$ cat config.mk
export PLATFORM = sky130hd
export DESIGN_NAME = command_frame_builder_fletcher8_core
export DESIGN_NICKNAME = d
export VERILOG_FILES = /design/src/sv/cfbf8_pkg.sv /design/src/sv/cfbf8_encode.sv /design/src/sv/command_frame_builder_fletcher8_core.sv
export VERILOG_INCLUDE_DIRS = /design/src /design/src/sv
export SDC_FILE = /design/constraint.sdc
export NUM_CORES = 1
export LEC_CHECK = 0
export ABC_AREA = 0
export BUFFER_PORTS_ARGS = -buffer_cell sky130_fd_sc_hd__buf_2
export CORE_ASPECT_RATIO = 1.4
export CORE_UTILIZATION = 45
export CTS_BUF_LIST = sky130_fd_sc_hd__clkbuf_4 sky130_fd_sc_hd__clkbuf_8 sky130_fd_sc_hd__clkbuf_16
export CTS_CLUSTER_SIZE = 30
export DETAILED_ROUTE_END_ITERATION = 10
export SLEW_MARGIN = 15
export SYNTH_ARGS = -nofsm -noshare
export SYNTH_HDL_FRONTEND = slang
export SYNTH_SLANG_ARGS = --single-unit
$ cat constraint.sdc
create_clock -name clock -period 5.26 [get_ports clock]
set_clock_uncertainty 0.1 [all_clocks]
set_input_delay 1.052 -clock clock [delete_from_list [all_inputs] [get_ports clock]]
set_output_delay 1.052 -clock clock [all_outputs]
set_load 0.03 [all_outputs]
$ cat src/sv/command_frame_builder_fletcher8_core_macros.svh
// ----------------------------------------------------------------------------
// Assertion macros for the command frame builder
// Shorthand for clocked assertions that are disabled while reset is high.
// ----------------------------------------------------------------------------
`ifndef COMMAND_FRAME_BUILDER_FLETCHER8_CORE_MACROS_SVH
`define COMMAND_FRAME_BUILDER_FLETCHER8_CORE_MACROS_SVH

// Same-cycle implication.
`define CFBF8_ASSERT_NOW(label, ante, cons) \
   label: assert property (@(posedge clock) disable iff (reset) (ante) |-> (cons)) \
      else $error("cfbf8 same-cycle check failed");

// Next-cycle implication.
`define CFBF8_ASSERT_NEXT(label, ante, cons) \
   label: assert property (@(posedge clock) disable iff (reset) (ante) |=> (cons)) \
      else $error("cfbf8 next-cycle check failed");

`endif

$ cat src/sv/cfbf8_pkg.sv
// ----------------------------------------------------------------------------
// cfbf8_pkg
// Types and constants shared by the command frame builder modules.
// ----------------------------------------------------------------------------
package cfbf8_pkg;

   localparam int HDR_LEN      = 8;
   localparam int COUNT_W      = $clog2(HDR_LEN + 1);
   localparam int CSR_INDEX_W  = 8;

   localparam logic FUNC_START   = 1'b0;
   localparam logic FUNC_PAYLOAD = 1'b1;

   localparam logic [CSR_INDEX_W-1:0] CSR_SYNC_FIRST  = 8'd0;
   localparam logic [CSR_INDEX_W-1:0] CSR_SYNC_SECOND = 8'd1;

   localparam logic [7:0] SYNC_FIRST_RESET  = 8'd72;
   localparam logic [7:0] SYNC_SECOND_RESET = 8'd101;
   localparam logic [7:0] LEN_HIGH_BYTE     = 8'h00;

   typedef struct packed {
      logic       in_payload;
      logic [7:0] bytes_remaining;
      logic [7:0] sum_low;
      logic [7:0] sum_high;
   } frame_state_type;

   // Bytes produced by one request; entry 0 leaves first.
   typedef struct packed {
      logic [HDR_LEN-1:0][7:0] data;
      logic [HDR_LEN-1:0]      ends;
      logic [COUNT_W-1:0]      count;
   } burst_type;

endpackage

$ cat src/sv/cfbf8_encode.sv
// ----------------------------------------------------------------------------
// cfbf8_encode
// Turns one request into its burst of frame bytes and the next frame state.
// ----------------------------------------------------------------------------
module cfbf8_encode import cfbf8_pkg::*; (
   input  logic            func,
   input  logic [7:0]      cmd_class,
   input  logic [7:0]      command_code,
   input  logic [7:0]      payload_len,
   input  logic [7:0]      payload_byte,
   input  logic [7:0]      sync_first,
   input  logic [7:0]      sync_second,
   input  frame_state_type state_cur,
   output frame_state_type state_next,
   output burst_type       burst
);

   logic [7:0] hdr_pair;
   logic [7:0] hdr_sum_a;
   logic [7:0] hdr_sum_b;
   logic [7:0] pay_sum_low;
   logic [7:0] pay_sum_high;
   logic [7:0] remaining_dec;

   // Header sums over type, code, zero and length, written out in closed form.
   assign hdr_pair  = cmd_class + command_code;
   assign hdr_sum_a = hdr_pair + payload_len;
   assign hdr_sum_b = cmd_class + hdr_pair + hdr_pair + hdr_sum_a;

   assign pay_sum_low   = state_cur.sum_low + payload_byte;
   assign pay_sum_high  = state_cur.sum_high + pay_sum_low;
   assign remaining_dec = state_cur.bytes_remaining - 8'd1;

   always_comb begin
      burst      = '0;
      state_next = state_cur;
      if (func == FUNC_START) begin
         burst.data[0] = sync_first;
         burst.data[1] = sync_second;
         burst.data[2] = cmd_class;
         burst.data[3] = command_code;
         burst.data[4] = LEN_HIGH_BYTE;
         burst.data[5] = payload_len;
         burst.data[6] = hdr_sum_a;
         burst.data[7] = hdr_sum_b;
         burst.ends[HDR_LEN-1] = (payload_len == 8'd0);
         burst.count = COUNT_W'(HDR_LEN);
         state_next.in_payload      = (payload_len != 8'd0);
         state_next.bytes_remaining = payload_len;
         state_next.sum_low         = 8'd0;
         state_next.sum_high        = 8'd0;
      end else if (state_cur.in_payload) begin
         burst.data[0] = payload_byte;
         state_next.bytes_remaining = remaining_dec;
         if (remaining_dec == 8'd0) begin
            // Last payload byte: the two payload sums close the frame.
            burst.data[1] = pay_sum_low;
            burst.data[2] = pay_sum_high;
            burst.ends[2] = 1'b1;
            burst.count   = COUNT_W'(3);
            state_next.in_payload = 1'b0;
            state_next.sum_low    = 8'd0;
            state_next.sum_high   = 8'd0;
         end else begin
            burst.count = COUNT_W'(1);
            state_next.sum_low  = pay_sum_low;
            state_next.sum_high = pay_sum_high;
         end
      end
   end

endmodule

$ cat src/sv/command_frame_builder_fletcher8_core.sv
// ----------------------------------------------------------------------------
// command_frame_builder_fletcher8_core
// Serializes command frames with Fletcher-8 header and payload sums.
// ----------------------------------------------------------------------------
//  Channel  | Direction | Handshake      | Contents
//  req_     | in        | valid / stall  | func, header fields, payload byte
//  rsp_     | out       | valid / stall  | out_byte, frame_end
//  csr_     | in        | valid / ready  | register index, write data
//
// A request is encoded in the cycle it is accepted into an eight-byte output
// shift register, which sends one byte per cycle while rsp_stall is low.
// Payload requests before the last stream at one per cycle likewise; a start
// request fills all eight bytes. A request is taken when the buffer is empty
// or as its last buffered byte is being delivered. Reset is synchronous and
// clears the frame state, byte count and end flags, not the buffered data.
// ----------------------------------------------------------------------------
`include "command_frame_builder_fletcher8_core_macros.svh"

module command_frame_builder_fletcher8_core import cfbf8_pkg::*; (
   input  logic                   clock,
   input  logic                   reset,
   input  logic                   req_valid,
   output logic                   req_stall,
   input  logic                   req_func,
   input  logic [7:0]             req_cmd_class,
   input  logic [7:0]             req_command_code,
   input  logic [7:0]             req_payload_len,
   input  logic [7:0]             req_payload_byte,
   output logic                   rsp_valid,
   input  logic                   rsp_stall,
   output logic [7:0]             rsp_out_byte,
   output logic                   rsp_frame_end,
   input  logic                   csr_valid,
   output logic                   csr_ready,
   input  logic [CSR_INDEX_W-1:0] csr_index,
   input  logic [7:0]             csr_wdata
);

   frame_state_type         state_ff, state_in, state_calc;
   burst_type               burst;
   logic [HDR_LEN-1:0][7:0] data_ff, data_in;
   logic [HDR_LEN-1:0]      ends_ff, ends_in;
   logic [COUNT_W-1:0]      count_ff, count_in;
   logic [7:0]              sync_first_ff, sync_first_in;
   logic [7:0]              sync_second_ff, sync_second_in;
   logic                    req_take;
   logic                    rsp_take;

   cfbf8_encode u_encode (
      .func         (req_func),
      .cmd_class    (req_cmd_class),
      .command_code (req_command_code),
      .payload_len  (req_payload_len),
      .payload_byte (req_payload_byte),
      .sync_first   (sync_first_ff),
      .sync_second  (sync_second_ff),
      .state_cur    (state_ff),
      .state_next   (state_calc),
      .burst        (burst)
   );

   assign rsp_valid     = (count_ff != '0);
   assign rsp_out_byte  = data_ff[0];
   assign rsp_frame_end = ends_ff[0];
   assign rsp_take      = rsp_valid && !rsp_stall;

   assign req_stall = !((count_ff == '0) || ((count_ff == COUNT_W'(1)) && rsp_take));
   assign req_take  = req_valid && !req_stall;
   assign csr_ready = 1'b1;

   always_comb begin
      state_in = state_ff;
      data_in  = data_ff;
      ends_in  = ends_ff;
      count_in = count_ff;
      if (req_take) begin
         state_in = state_calc;
         data_in  = burst.data;
         ends_in  = burst.ends;
         count_in = burst.count;
      end else if (rsp_take) begin
         data_in  = data_ff >> 8;
         ends_in  = ends_ff >> 1;
         count_in = count_ff - COUNT_W'(1);
      end
   end

   always_comb begin
      sync_first_in  = sync_first_ff;
      sync_second_in = sync_second_ff;
      if (csr_valid && csr_ready) begin
         unique case (csr_index)
            CSR_SYNC_FIRST:  sync_first_in  = csr_wdata;
            CSR_SYNC_SECOND: sync_second_in = csr_wdata;
            default: ;
         endcase
      end
   end

   always_ff @(posedge clock) begin
      if (reset) begin
         state_ff       <= '0;
         count_ff       <= '0;
         ends_ff        <= '0;
         sync_first_ff  <= SYNC_FIRST_RESET;
         sync_second_ff <= SYNC_SECOND_RESET;
      end else begin
         state_ff       <= state_in;
         count_ff       <= count_in;
         ends_ff        <= ends_in;
         sync_first_ff  <= sync_first_in;
         sync_second_ff <= sync_second_in;
      end
   end

   always_ff @(posedge clock) begin
      data_ff <= data_in;
   end

   `CFBF8_ASSERT_NOW(a_idle_takes_request, !rsp_valid, !req_stall)
   `CFBF8_ASSERT_NEXT(a_start_fills_header, req_take && (req_func == FUNC_START), count_ff == COUNT_W'(HDR_LEN))
   `CFBF8_ASSERT_NOW(a_end_is_last_byte, rsp_valid && rsp_frame_end, count_ff == COUNT_W'(1))
   `CFBF8_ASSERT_NOW(a_payload_tracks_count, 1'b1, state_ff.in_payload == (state_ff.bytes_remaining != 8'd0))

endmodule
==> results_dict.tcl <==
set metrics [dict create \
    crit_type "in -> reg" \
    max_stage_delay_ns 0.51 \
    wl_mm 15.8 \
    p_per_area_nw_per_um2 574 \
    core_sq_um 14400 \
    globalRoute.totalOverflow 0 \
    syn_nets 797 \
    num_io_pins 66 \
    numCtsBuffers 17 \
    vias_per_cell 5.46 \
    crit_top_cell "ha_1" \
    setup-tns-final_ns 0 \
    diodes 0 \
    die-area_sq_um 15300 \
    avgSynthCellArea_sq_um 9.59 \
    finalCritPeriodShare_pct 89.5 \
    ys.flop_type "edfxtp_1" \
    tightest_slew_ns 0.907 \
    p_leak_nw 3.23 \
    syn_area_sq_um 6650 \
    cpLargestDelayFamily "adder cells" \
    fmax_mhz 212 \
    slew_headroom_pct 39.5 \
    max-cap-violations 0 \
    die_x_microns 105 \
    nNetsFinal 848 \
    yosysWarnings 0 \
    initial_utilization_pct 46.0 \
    cts_resized 0 \
    synthArstFlopShare_pct 0 \
    whs_path_depth 2 \
    final_area_sq_um 7720 \
    setup_violations 0 \
    min_period_ns 4.71 \
    ant_nets 0 \
    area_delta_synth_final_pct 16.1 \
    clock_path_buffers 2 \
    status "completed" \
    grt_antenna_before_repair 0 \
    cts_tree "done" \
    hold_class "reg -> reg" \
    gp_congestion 0.812 \
    setup_ws_ns 0.554 \
    crit_arrival_ns 4.87 \
    synth.distinct_cells 56 \
    worst_setup_path_start_kind "primary input" \
    critPathMaxFanout 4 \
    post-route-drc-count 0 \
    grt_pass1_vias 5306 \
    grt_usage_pct 21.7 \
    insertion_delay_ns 0.41 \
    synth-seq-cells 117 \
    seq_area_frac_synth_pct 44.9 \
    dr.pass1.iters 6 \
    rsz0062_at_grt "no" \
    cp.buffers_inverters 2 \
    rr_worst_depth 13 \
    hold_viol 0 \
    rows 52 \
    drt_iter0_markers 351 \
    syn_inst 693 \
    wire_per_inst_microns 16.7 \
    cp_cell_sequence "buf_2, ha_1, fa_1, xor2_1, ha_1, nor2b_1, o21ai_0, nand2b_1, xnor2_1, fa_1, inv_1, ha_1, o21ai_0, o21bai_1, a21oi_1, xnor2_1, xnor3_1, nor2_1" \
    port_buffers 64 \
    clk_pin_slew_ns 0.06 \
    cts_sinks 117 \
    cts-root-buf "clkbuf_16" \
    cts_hold_buffers 0 \
    post-cts-setup-buffers 0 \
    peakVddDrop_v 0.000240 \
    fp.dieH_microns 146 \
    synth_edf_count 64 \
    grt_pass1_wl_mm 26.0 \
    final_max_slew_viol_count 0 \
    final_layout_size_suffix_gt1_share_pct 14.7 \
    end_kind "register" \
    pre_cts_ws_ns 0.0898 \
    cp.required_ns 5.43 \
    worst-path-stages 18 \
    htreeDepth 4 \
    place_area_sq_um 7070 \
    dp_hpwl_mm 11.4 \
    crit_slowest_cell "fa_1" \
    vias 5162 \
    grt_max_degree 98 \
]
## power by group
| group | switching [mW] | internal, mW | total (mW) |
|---|---|---|---|
| Clock | 0.414 | 0.849 | 1.26 |
| Sequential | 0.108 | 1.46 | 1.56 |
| Combinational | 1.04 | 0.568 | 1.60 |
| Total | 1.56 | 2.87 | 4.43 |
## metal layers
layer  track usage (%)  wire length (microns)  up-vias
li1                  -                      -     2560
met1              25.0                   6470     2444
met2              39.2                   8370      141
met3              4.79                    697       17
met4              7.75                    246        0
met5                 0                      0        -
## cell usage in the layout (no fill, tap or decap), types with 3 or more instances in the layout
master / n
nor2b_1: 7
bufinv_16: 5
edfxtp_1: 64
a21o_1: 10
nor4_1: 6
o32ai_1: 3
a211oi_1: 3
or4_1: 3
clkinvlp_4: 4
dfxtp_1: 53
a31oi_1: 6
a221o_1: 5
o21ai_0: 52
a32oi_1: 5
o31ai_1: 5
nand3_1: 4
ha_1: 39
o22ai_1: 7
and2_1: 13
nor2_1: 55
a22oi_1: 17
nand2b_1: 8
inv_1: 43
buf_4: 7
o211ai_1: 3
xnor2_1: 18
clkbuf_16: 17
xor2_1: 16
o21a_1: 5
mux2i_1: 16
buf_2: 64
nor3_1: 9
a21oi_1: 43
nand2_1: 92
fa_1: 11
and3_1: 7
## synthesized netlist by cell type, types with 6 or more instances
cell type   n  share of area [%]
a22oi_1    17                1.9
a31oi_1     6               0.56
a21oi_1    43                3.2
dfxtp_1    53                 16
fa_1       11                3.3
and2_1     13                1.2
edfxtp_1   64                 29
nand2_1    93                5.3
inv_1      43                2.4
xnor2_1    18                2.4
o22ai_1     7               0.66
xor2_1     16                2.1
nor2b_1     7               0.66
o21ai_0    52                3.9
ha_1       39                7.3
nor3_1      9               0.68
nand2b_1    8               0.75
clkbuf_1   27                1.5
and3_1      7               0.66
mux2i_1    16                2.4
nor4_1      6               0.56
a21o_1     10                1.1
buf_4      10                1.1
nor2_1     55                3.1
## worst paths after layout
| check | startpoint | to | slack (ns) |
|---|---|---|---|
| max | req_cmd_class[0] | data_ff[63] | 0.55 |
| min | ends_ff[0] | ends_ff[0] | 0.35 |
| max reg2reg | state_ff[8] | data_ff[23] | 1.76 |
| min reg2reg | ends_ff[0] | ends_ff[0] | 0.35 |
## logic make-up after synthesis
family                   after synthesis  synth area share (%)
adder cells (fa/ha/maj)               50                  10.7
XOR/XNOR                              35                  4.82
AND/OR/NAND/NOR                      212                  14.7
AO/OA/AOI/OAI                        179                  17.1
buffers and inverters                 82                  5.22
flip-flops                           117                  44.9
multiplexers                          17                  2.58
other                                  1                0.0564
## per-stage QoR
stage | std cells | hold WS, ns | total power, mW | utilization (%)
detailed placement | 914 | 0.348 | 3.20 | 49.0
global placement | 914 | 0.336 | 3.16 | 49.0
finish | 946 | 0.351 | 4.43 | 53.4
global route | 946 | 0.367 | 4.71 | 53.4
CTS | 946 | 0.357 | 4.47 | 53.4
floorplan | 693 | 0.332 | 2.83 | -
## state kept, by name, summed over array words and instances, names as in the netlist
name and count:
data_ff 56, sync_first_ff 8, sync_second_ff 8, ends_ff 8
state_ff 25, count_ff 4, rsp_out_byte 8
## worst register-to-register path, stage by stage, from the launching register on
cell     delay (ns)
dfxtp_1        0.34
ha_1           0.20
inv_1          0.06
fa_1           0.41
nor2b_1        0.12
o21ai_0        0.10
a21oi_1        0.28
nor2_1         0.13
ha_1           0.24
or4_1          0.51
a31oi_1        0.25
xor2_1         0.21
xnor2_1        0.17
o22ai_1        0.11
## cell type report
class	instances	area (sq um)
flip-flops and latches	117	2980
inverters	43	161
fillers	1371	6730
repair buffers	71	373
clock buffers	19	440
multi-input cells	494	3320
well taps	189	236
clock inverters	13	205
Power figures use the tool's default switching activity.
